**config.mk**
```make
export PLATFORM = sky130hd
export DESIGN_NAME = serial_command_line_parser
export DESIGN_NICKNAME = d
export VERILOG_FILES = /design/src/scl_pkg.sv /design/src/serial_command_line_parser.sv /design/src/scl_parse_core.sv /design/src/scl_out_reg.sv
export SDC_FILE = /design/constraint.sdc
export NUM_CORES = 1
export LEC_CHECK = 0
export BUFFER_PORTS_ARGS = -buffer_cell sky130_fd_sc_hd__buf_4
export CORE_MARGIN = 2
export CORE_UTILIZATION = 57
export CTS_CLUSTER_DIAMETER = 100
export DETAILED_ROUTE_END_ITERATION = 8
export HOLD_SLACK_MARGIN = 0.05
export PLACE_DENSITY = 0.78
export SYNTH_ARGS = -nofsm -noshare
export SYNTH_HDL_FRONTEND = slang
export SYNTH_SLANG_ARGS = --single-unit
```
**constraint.sdc**
```tcl
create_clock -name i_clk -period 4.55 [get_ports i_clk]
set_clock_uncertainty 0.15 [all_clocks]
set_input_delay 0.91 -clock i_clk [delete_from_list [all_inputs] [get_ports i_clk]]
set_output_delay 0.91 -clock i_clk [all_outputs]
set_load 0.005 [all_outputs]
```
**src/scl_pkg.sv**
```systemverilog
// Shared types, character codes and the mnemonic table of the command line parser.
// No dependencies; imported by every module of the block.
`timescale 1ns / 1ps

package scl_pkg;

    // default limits, handed to the top level parameters
    localparam int SCL_MAX_FIELDS  = 8;
    localparam int SCL_FIELD_CHARS = 10;
    localparam int SCL_LINE_BYTES  = 64;

    localparam int CODE_W  = 7;
    localparam int INDEX_W = 3;
    localparam int VALUE_W = 30;

    // parse phases
    localparam logic [2:0] PH_IDLE  = 3'd0;
    localparam logic [2:0] PH_NEED2 = 3'd1;
    localparam logic [2:0] PH_NEED3 = 3'd2;
    localparam logic [2:0] PH_COMMA = 3'd3;
    localparam logic [2:0] PH_FIELD = 3'd4;
    localparam logic [2:0] PH_STOP  = 3'd5;

    // command codes of the two-letter mnemonics
    localparam logic [CODE_W-1:0] CMD_WR = 7'h01;
    localparam logic [CODE_W-1:0] CMD_RD = 7'h02;

    localparam logic [7:0] CH_COMMA = 8'h2C;
    localparam logic [7:0] CH_SEMI  = 8'h3B;
    localparam logic [7:0] CH_POINT = 8'h2E;
    localparam logic [7:0] CH_ZERO  = 8'h30;
    localparam logic [7:0] CH_NINE  = 8'h39;

    typedef struct packed {
        logic [CODE_W-1:0]  code;
        logic [INDEX_W-1:0] index;
        logic [VALUE_W-1:0] value;
        logic               done;
        logic               err;
    } t_result;

    typedef struct packed {
        logic              hit;
        logic [CODE_W-1:0] code;
    } t_mnem;

    // three-letter mnemonic lookup, first letter in the top byte
    function automatic t_mnem scl_mnem_lookup(input logic [23:0] chars);
        t_mnem m;
        m.hit  = 1'b1;
        m.code = '0;
        case (chars)
            "GeP":   m.code = 7'h45;
            "SeP":   m.code = 7'h46;
            "ZeP":   m.code = 7'h47;
            "SPW":   m.code = 7'h48;
            "PWH":   m.code = 7'h49;
            "PWL":   m.code = 7'h50;
            "SeF":   m.code = 7'h51;
            "SeB":   m.code = 7'h52;
            "StE":   m.code = 7'h53;
            "Mmd":   m.code = 7'h54;
            "Amd":   m.code = 7'h55;
            "rCP":   m.code = 7'h56;
            "MFw":   m.code = 7'h57;
            "MBk":   m.code = 7'h58;
            "MRp":   m.code = 7'h59;
            "MLp":   m.code = 7'h60;
            "TWI":   m.code = 7'h61;
            default: m.hit  = 1'b0;
        endcase
        return m;
    endfunction

endpackage

```
**src/serial_command_line_parser.sv**
```systemverilog
// Top level of the serial command line parser: input register, parse core, result register.
// Depends on scl_pkg, scl_parse_core and scl_out_reg.
//
//  channel  | dir | tdata (low bit up)                          | tlast     | tuser
//  s_axis   | in  | line_byte[7:0]                              | -         | line_start
//  m_axis   | out | command_code[6:0] field_index[9:7]          | line_done | parse_error
//           |     | field_value[39:10]                          |           |
//
// One byte per cycle while m_axis is not stalled; a result leaves through the result register.
// All parse work for a byte is one pass through the core between the input and result registers.
// Synchronous active-low reset returns the parser to idle and empties both registers.
// A stalled result holds both stages; s_axis_tready reopens as soon as m_axis_tready does.
`timescale 1ns / 1ps

module serial_command_line_parser
    import scl_pkg::*;
#(
    parameter int MAX_FIELDS  = SCL_MAX_FIELDS,
    parameter int FIELD_CHARS = SCL_FIELD_CHARS,
    parameter int LINE_BYTES  = SCL_LINE_BYTES
) (
    input  logic                              i_clk,
    input  logic                              i_rst_n,
    input  logic                              s_axis_tvalid,
    output logic                              s_axis_tready,
    input  logic [7:0]                        s_axis_tdata,  // line_byte[7:0]
    input  logic                              s_axis_tuser,  // line_start
    output logic                              m_axis_tvalid,
    input  logic                              m_axis_tready,
    // command_code[6:0], field_index[9:7], field_value[39:10]
    output logic [CODE_W+INDEX_W+VALUE_W-1:0] m_axis_tdata,
    output logic                              m_axis_tlast,  // line_done
    output logic                              m_axis_tuser   // parse_error
);

    logic       r_in_valid;
    logic [7:0] r_in_byte;
    logic       r_in_start;
    logic       w_free;
    logic       w_step;
    logic       w_res_valid;
    t_result    w_res;

    assign w_step        = r_in_valid && w_free;
    assign s_axis_tready = !r_in_valid || w_free;

    always_ff @(posedge i_clk) begin
        if (!i_rst_n) begin
            r_in_valid <= 1'b0;
        end else if (s_axis_tready) begin
            r_in_valid <= s_axis_tvalid;
        end
    end

    always_ff @(posedge i_clk) begin
        if (s_axis_tready && s_axis_tvalid) begin
            r_in_byte  <= s_axis_tdata;
            r_in_start <= s_axis_tuser;
        end
    end

    scl_parse_core #(
        .MAX_FIELDS  (MAX_FIELDS),
        .FIELD_CHARS (FIELD_CHARS),
        .LINE_BYTES  (LINE_BYTES)
    ) u_core (
        .i_clk       (i_clk),
        .i_rst_n     (i_rst_n),
        .i_step      (w_step),
        .i_byte      (r_in_byte),
        .i_start     (r_in_start),
        .o_res_valid (w_res_valid),
        .o_res       (w_res)
    );

    scl_out_reg u_out (
        .i_clk         (i_clk),
        .i_rst_n       (i_rst_n),
        .i_load        (w_step),
        .i_res_valid   (w_res_valid),
        .i_res         (w_res),
        .o_free        (w_free),
        .m_axis_tvalid (m_axis_tvalid),
        .m_axis_tready (m_axis_tready),
        .m_axis_tdata  (m_axis_tdata),
        .m_axis_tlast  (m_axis_tlast),
        .m_axis_tuser  (m_axis_tuser)
    );

    a_in_held: assert property (@(posedge i_clk) disable iff (!i_rst_n)
        (r_in_valid && !w_free) |=> (r_in_valid && $stable(r_in_byte) && $stable(r_in_start)))
        else $error("input register lost a waiting item");

    a_no_step_when_full: assert property (@(posedge i_clk) disable iff (!i_rst_n)
        (m_axis_tvalid && !m_axis_tready) |-> !w_step)
        else $error("core advanced while result register was blocked");

    a_err_clean: assert property (@(posedge i_clk) disable iff (!i_rst_n)
        (m_axis_tvalid && m_axis_tuser) |-> (m_axis_tdata == '0 && !m_axis_tlast))
        else $error("error result carries field data");

endmodule

```
**src/scl_parse_core.sv**
```systemverilog
// Parser state and the per-byte next-state / result logic.
// Depends on scl_pkg (phases, character codes, mnemonic lookup, t_result).
`timescale 1ns / 1ps

module scl_parse_core
    import scl_pkg::*;
#(
    parameter int MAX_FIELDS  = SCL_MAX_FIELDS,
    parameter int FIELD_CHARS = SCL_FIELD_CHARS,
    parameter int LINE_BYTES  = SCL_LINE_BYTES
) (
    input  logic       i_clk,
    input  logic       i_rst_n,
    input  logic       i_step,
    input  logic [7:0] i_byte,
    input  logic       i_start,
    output logic       o_res_valid,
    output t_result    o_res
);

    localparam int FC_W = $clog2(MAX_FIELDS);
    localparam int CC_W = $clog2(FIELD_CHARS + 1);
    localparam int LP_W = $clog2(LINE_BYTES + 1);

    logic [2:0]         r_phase, n_phase;
    logic [15:0]        r_lead, n_lead;
    logic [CODE_W-1:0]  r_code, n_code;
    logic [FC_W-1:0]    r_fc, n_fc;
    logic [CC_W-1:0]    r_cc, n_cc;
    logic [VALUE_W-1:0] r_acc, n_acc;
    logic               r_pt, n_pt;
    logic [LP_W-1:0]    r_pos, n_pos;

    logic               w_is_digit;
    logic [VALUE_W-1:0] w_acc10;
    t_mnem              w_mnem;

    assign w_is_digit = (i_byte >= CH_ZERO) && (i_byte <= CH_NINE);
    assign w_acc10    = {r_acc[VALUE_W-4:0], 3'b000} + {r_acc[VALUE_W-2:0], 1'b0}
                      + {{(VALUE_W-4){1'b0}}, i_byte[3:0]};
    assign w_mnem     = scl_mnem_lookup({r_lead, i_byte});

    always_comb begin
        n_phase     = r_phase;
        n_lead      = r_lead;
        n_code      = r_code;
        n_fc        = r_fc;
        n_cc        = r_cc;
        n_acc       = r_acc;
        n_pt        = r_pt;
        n_pos       = r_pos;
        o_res_valid = 1'b0;
        o_res       = '0;

        if (i_start) begin
            n_phase = PH_NEED2;
            n_lead  = {8'h00, i_byte};
            n_code  = '0;
            n_fc    = '0;
            n_cc    = '0;
            n_acc   = '0;
            n_pt    = 1'b0;
            n_pos   = LP_W'(1);
        end else if (r_phase == PH_IDLE || r_phase >= PH_STOP) begin
            // outside a line: byte dropped
        end else if (r_pos >= LP_W'(LINE_BYTES)) begin
            o_res_valid = 1'b1;
            o_res.err   = 1'b1;
            n_phase     = PH_STOP;
        end else begin
            n_pos = r_pos + LP_W'(1);
            case (r_phase)
                PH_NEED2: begin
                    n_lead = {r_lead[7:0], i_byte};
                    if (n_lead == "WR") begin
                        n_code  = CMD_WR;
                        n_phase = PH_COMMA;
                    end else if (n_lead == "RD") begin
                        n_code  = CMD_RD;
                        n_phase = PH_COMMA;
                    end else begin
                        n_phase = PH_NEED3;
                    end
                end
                PH_NEED3: begin
                    if (w_mnem.hit) begin
                        n_code  = w_mnem.code;
                        n_phase = PH_COMMA;
                    end else begin
                        o_res_valid = 1'b1;
                        o_res.err   = 1'b1;
                        n_phase     = PH_STOP;
                    end
                end
                PH_COMMA: begin
                    if (i_byte == CH_COMMA) begin
                        n_phase = PH_FIELD;
                        n_fc    = '0;
                        n_cc    = '0;
                        n_acc   = '0;
                        n_pt    = 1'b0;
                    end else begin
                        o_res_valid = 1'b1;
                        o_res.err   = 1'b1;
                        n_phase     = PH_STOP;
                    end
                end
                PH_FIELD: begin
                    if (i_byte == CH_COMMA || i_byte == CH_SEMI) begin
                        o_res_valid = 1'b1;
                        if (r_fc >= FC_W'(MAX_FIELDS - 1)) begin
                            // too many fields: error in place of the field
                            o_res.err = 1'b1;
                            n_phase   = PH_STOP;
                        end else begin
                            o_res.code  = r_code;
                            o_res.index = INDEX_W'(r_fc);
                            o_res.value = r_acc;
                            o_res.done  = (i_byte == CH_SEMI);
                            n_fc        = r_fc + FC_W'(1);
                            n_cc        = '0;
                            n_acc       = '0;
                            n_pt        = 1'b0;
                            n_phase     = (i_byte == CH_SEMI) ? PH_STOP : PH_FIELD;
                        end
                    end else if (i_byte == CH_POINT || w_is_digit) begin
                        if (i_byte == CH_POINT) begin
                            n_pt = 1'b1;
                        end else if (!r_pt) begin
                            n_acc = w_acc10;
                        end
                        n_cc = r_cc + CC_W'(1);
                        if (r_cc >= CC_W'(FIELD_CHARS - 1)) begin
                            o_res_valid = 1'b1;
                            o_res.err   = 1'b1;
                            n_phase     = PH_STOP;
                        end
                    end else begin
                        o_res_valid = 1'b1;
                        o_res.err   = 1'b1;
                        n_phase     = PH_STOP;
                    end
                end
                default: begin
                    n_phase = PH_IDLE;
                end
            endcase
        end
    end

    always_ff @(posedge i_clk) begin
        if (!i_rst_n) begin
            r_phase <= PH_IDLE;
            r_lead  <= '0;
            r_code  <= '0;
            r_fc    <= '0;
            r_cc    <= '0;
            r_acc   <= '0;
            r_pt    <= 1'b0;
            r_pos   <= '0;
        end else if (i_step) begin
            r_phase <= n_phase;
            r_lead  <= n_lead;
            r_code  <= n_code;
            r_fc    <= n_fc;
            r_cc    <= n_cc;
            r_acc   <= n_acc;
            r_pt    <= n_pt;
            r_pos   <= n_pos;
        end
    end

    a_err_stops: assert property (@(posedge i_clk) disable iff (!i_rst_n)
        (i_step && o_res_valid && o_res.err) |=> (r_phase == PH_STOP))
        else $error("error result did not stop the line");

    a_res_from_field: assert property (@(posedge i_clk) disable iff (!i_rst_n)
        (o_res_valid && !o_res.err) |-> (r_phase == PH_FIELD && !i_start))
        else $error("field result outside the field phase");

    a_fc_bound: assert property (@(posedge i_clk) disable iff (!i_rst_n)
        r_fc <= FC_W'(MAX_FIELDS - 1))
        else $error("field count past its limit");

    a_pos_bound: assert property (@(posedge i_clk) disable iff (!i_rst_n)
        r_pos <= LP_W'(LINE_BYTES))
        else $error("line position past its limit");

endmodule

```
**src/scl_out_reg.sv**
```systemverilog
// Result register feeding the master stream side.
// Depends on scl_pkg (t_result and field widths).
`timescale 1ns / 1ps

module scl_out_reg
    import scl_pkg::*;
(
    input  logic                               i_clk,
    input  logic                               i_rst_n,
    input  logic                               i_load,
    input  logic                               i_res_valid,
    input  t_result                            i_res,
    output logic                               o_free,
    output logic                               m_axis_tvalid,
    input  logic                               m_axis_tready,
    output logic [CODE_W+INDEX_W+VALUE_W-1:0]  m_axis_tdata,
    output logic                               m_axis_tlast,
    output logic                               m_axis_tuser
);

    logic    r_valid;
    t_result r_res;

    // slot can take a new result when empty or being drained this cycle
    assign o_free = !r_valid || m_axis_tready;

    always_ff @(posedge i_clk) begin
        if (!i_rst_n) begin
            r_valid <= 1'b0;
        end else if (o_free) begin
            r_valid <= i_load && i_res_valid;
        end
    end

    always_ff @(posedge i_clk) begin
        if (o_free && i_load && i_res_valid) begin
            r_res <= i_res;
        end
    end

    assign m_axis_tvalid = r_valid;
    assign m_axis_tdata  = {r_res.value, r_res.index, r_res.code};
    assign m_axis_tlast  = r_res.done;
    assign m_axis_tuser  = r_res.err;

endmodule
```
==> results.sh <==
export IMPL_status="completed"
export IMPL_grt_pass1_vias=6158
export IMPL_worstPathMaxFanout=11
export IMPL_coreArea_um2=13100
export IMPL_fillers=1007
export IMPL_syn_inst=813
export IMPL_dp_cells=1012
export IMPL_grt_antenna_before_repair=0
export IMPL_yosys_register_bits=124
export IMPL_gp_routability_congestion=0.983
export IMPL_layout_worst_path_cycle_share=0.911
export IMPL_grt_setup_unrepaired="no"
export IMPL_overflow=0
export IMPL_critPathLaunchType="flip-flop"
export IMPL_num_rows=42
export IMPL_setup_viol=0
export IMPL_clk_latency_ns=0.42
export IMPL_timing_hold_worst_start="u_core.r_code[6]"
export IMPL_post_route_util=0.667
export IMPL_synth_nets=889
export IMPL_p_leak_uw=0.00367
export IMPL_grt_usage=0.271
export IMPL_cts_num_sinks=124
export IMPL_synthTopCellsByArea="edfxtp_1 20%, dfxtp_1 19%, ha_1 10%, and2_1 4.2%, nor2b_1 3.9%"
export IMPL_wire_per_inst_um=17.9
export IMPL_synth_edff_count=51
export IMPL_fin_tns_setup_ns=0
export IMPL_stdcell_count=1044
export IMPL_final_seq_area_um2=2990
export IMPL_pre_cts_ws_ns=0.402
export IMPL_dieArea_um2=14300
export IMPL_initial_core_util=0.580
export IMPL_r2r_start="r_in_byte[3]"
export IMPL_maxSlewViolCount=0
export IMPL_n_antenna_cell=0
export IMPL_hold_violations=0
export IMPL_vias=6357
export IMPL_fmax_mhz=241
export IMPL_synth_top_cell_area_share=0.201
export IMPL_die_w_um=120
export IMPL_drv_cap=0
export IMPL_netlist_area_um2=7620
export IMPL_cts_tree="yes"
export IMPL_final_common_cell="dfxtp_1"
export IMPL_wl_um=18600
export IMPL_cp_required_ns=4.71
export IMPL_first_iter_violations=680
export IMPL_ant_nets=0
export IMPL_postCtsSetupRepairBufs=0
export IMPL_min_period_ns=4.15
export IMPL_viasPerCell=6.09
export IMPL_fin_ws_ns=0.404
export IMPL_io_pins=57
export IMPL_cp_arrival_ns=4.31
export IMPL_yosysWarnings=0
export IMPL_grt_max_degree=63
export IMPL_fin_nets=931
export IMPL_peakVddDrop_v=0.000240
export IMPL_async_reset_ff_frac=0
export IMPL_remaining_drc_errors=0
export IMPL_final_cell_mix="73 x dfxtp_1, 62 x nand2_1, 61 x ha_1"
export IMPL_synthFlopType="dfxtp_1"
export IMPL_grt_pass1_wl_um=30300
export IMPL_rrSetupSlack_ns=0.40
export IMPL_synth_largest_area_cell="edfxtp_1"
export IMPL_crit_path_end_kind="flip-flop"
export IMPL_ys_types=80
export IMPL_hp_class="flip-flop to flip-flop"
export IMPL_seq_area_frac_synth=0.393
export IMPL_htreeDepth=4
export IMPL_crit_type="flip-flop to flip-flop"
export IMPL_relSlewSlack=0.382
export IMPL_die_height_um=120
export IMPL_layout_drive_gt1_share=0.128
export IMPL_path_clk_slew_ns=0.05
export IMPL_avgSynthCellArea_um2=9.37
export IMPL_portBuffers=56
export IMPL_power_density_nw_per_um2=307
export IMPL_worst_slew_pin_slew_ns=0.919
export IMPL_clockBufferDepth=2
export IMPL_hold_buffers=0
export IMPL_hpwl_um=13200
export IMPL_area_growth_pct=14.9
export IMPL_startpoint="r_in_byte[3]"
export IMPL_cts_buffers=17
export IMPL_multiInputGateArea_um2=4400
export IMPL_firstDrtPassIters=6
export IMPL_cts_root_buf="clkbuf_16"
## sequential cells by signal (all words and copies together), names as in the netlist
name	cells
r_in_valid	1
u_out.m_axis_tdata	40
u_out.m_axis_tlast	1
u_core.r_pos	7
u_core.r_fc	3
u_core.r_code	7
u_out.m_axis_tvalid	1
r_in_byte	8
u_core.r_lead	16
u_core.r_acc	30
u_core.r_phase	3
r_in_start	1
u_core.r_pt	1
u_out.m_axis_tuser	1
u_core.r_cc	4
## timing repair
action | 4_1_cts | 5_1_grt
setup endpoints to repair | 0 | 1
gates resized for setup | 0 | 1
hold endpoints to repair | 0 | 0
## metrics by stage
stage               total power (µW)  cell area [µm²]  hold WS [ns]
CTS                             2700             8750         0.315
finish                          2690             8760         0.319
global placement                1290             8140         0.292
detailed placement              1290             8140         0.300
global route                    2770             8760         0.336
floorplan                       1270             7620         0.280
## layer usage
layer / vias up / wire length, µm / share of wire / global-route usage
li1: 3057 / - / - / -
met5: - / 0 / 0 / 0
met2: 226 / 8780 / 0.47 / 0.444
met4: 0 / 455 / 0.024 / 0.115
met3: 41 / 1010 / 0.054 / 0.0532
met1: 3033 / 8400 / 0.45 / 0.350
## cells in the mapped netlist (3+ instances only)
cell type  instances
nand3b_1           3
nor4_1             7
ha_1              61
or3_1              8
edfxtp_1          51
nand2b_1           9
and3_1            11
a21o_1            13
nor3_1            18
o21a_1            10
a21oi_1           36
a22oi_1           16
a31oi_1            6
nor3b_1           13
nand3_1           25
a21boi_0           8
nand4_1           16
nor2b_1           47
o21ai_0           28
buf_2             11
and4_1             3
mux2i_1           13
o211ai_1           4
or2_2              3
o31ai_1            5
xnor2_1           15
dfxtp_1           73
nand2_1           62
a211oi_1           6
o21ai_1           12
and2_1            51
nor2_1            45
inv_1             21
o21bai_1           3
or4_1              4
nor4b_1            4
xor2_1            16
clkbuf_1          22
## path summary, 6_finish.rpt
check / end / cells after the start
worst max-delay path: u_core.r_acc[22] / 12
worst min-delay path: u_core.r_code[6] / 2
worst max register to register: u_core.r_acc[22] / 12
worst min register to register: u_core.r_code[6] / 2
## power breakdown
part | internal (µW) | switching, µW | leakage, µW
logic | 33.6 | 50.0 | 0.00221
clock network | 925 | 490 | 0.000293
registers | 1160 | 27.4 | 0.00116
## layout make-up
class / count / share of cell area
multi-input combinational: 631 / 0.502
clock buffer: 20 / 0.0510
sequential: 124 / 0.342
inverter: 21 / 0.00900
timing repair buffer: 60 / 0.0514
clock inverter: 12 / 0.0193
tap: 176 / 0.0251
## critical path, stage by stage, from the launching register on
cell	delay (ns)
edfxtp_1	0.52
inv_1	0.13
fa_1	0.55
inv_1	0.07
fa_1	0.47
a211oi_1	0.31
o21a_1	0.23
o31a_1	0.21
o221ai_1	0.25
a41oi_2	0.37
a21boi_0	0.16
or3_1	0.33
a32o_1	0.25
## kinds of logic after synthesis
kind of cell,synth area share
xor gates and xnor gates,0.0356
AOI/OAI and AO/OA,0.157
and+or+nand+nor,0.260
buffers and inverters,0.0317
adders and majority gates,0.105
muxes,0.0171
DFF,0.393
Note: power is estimated with default switching activity, not from simulation.
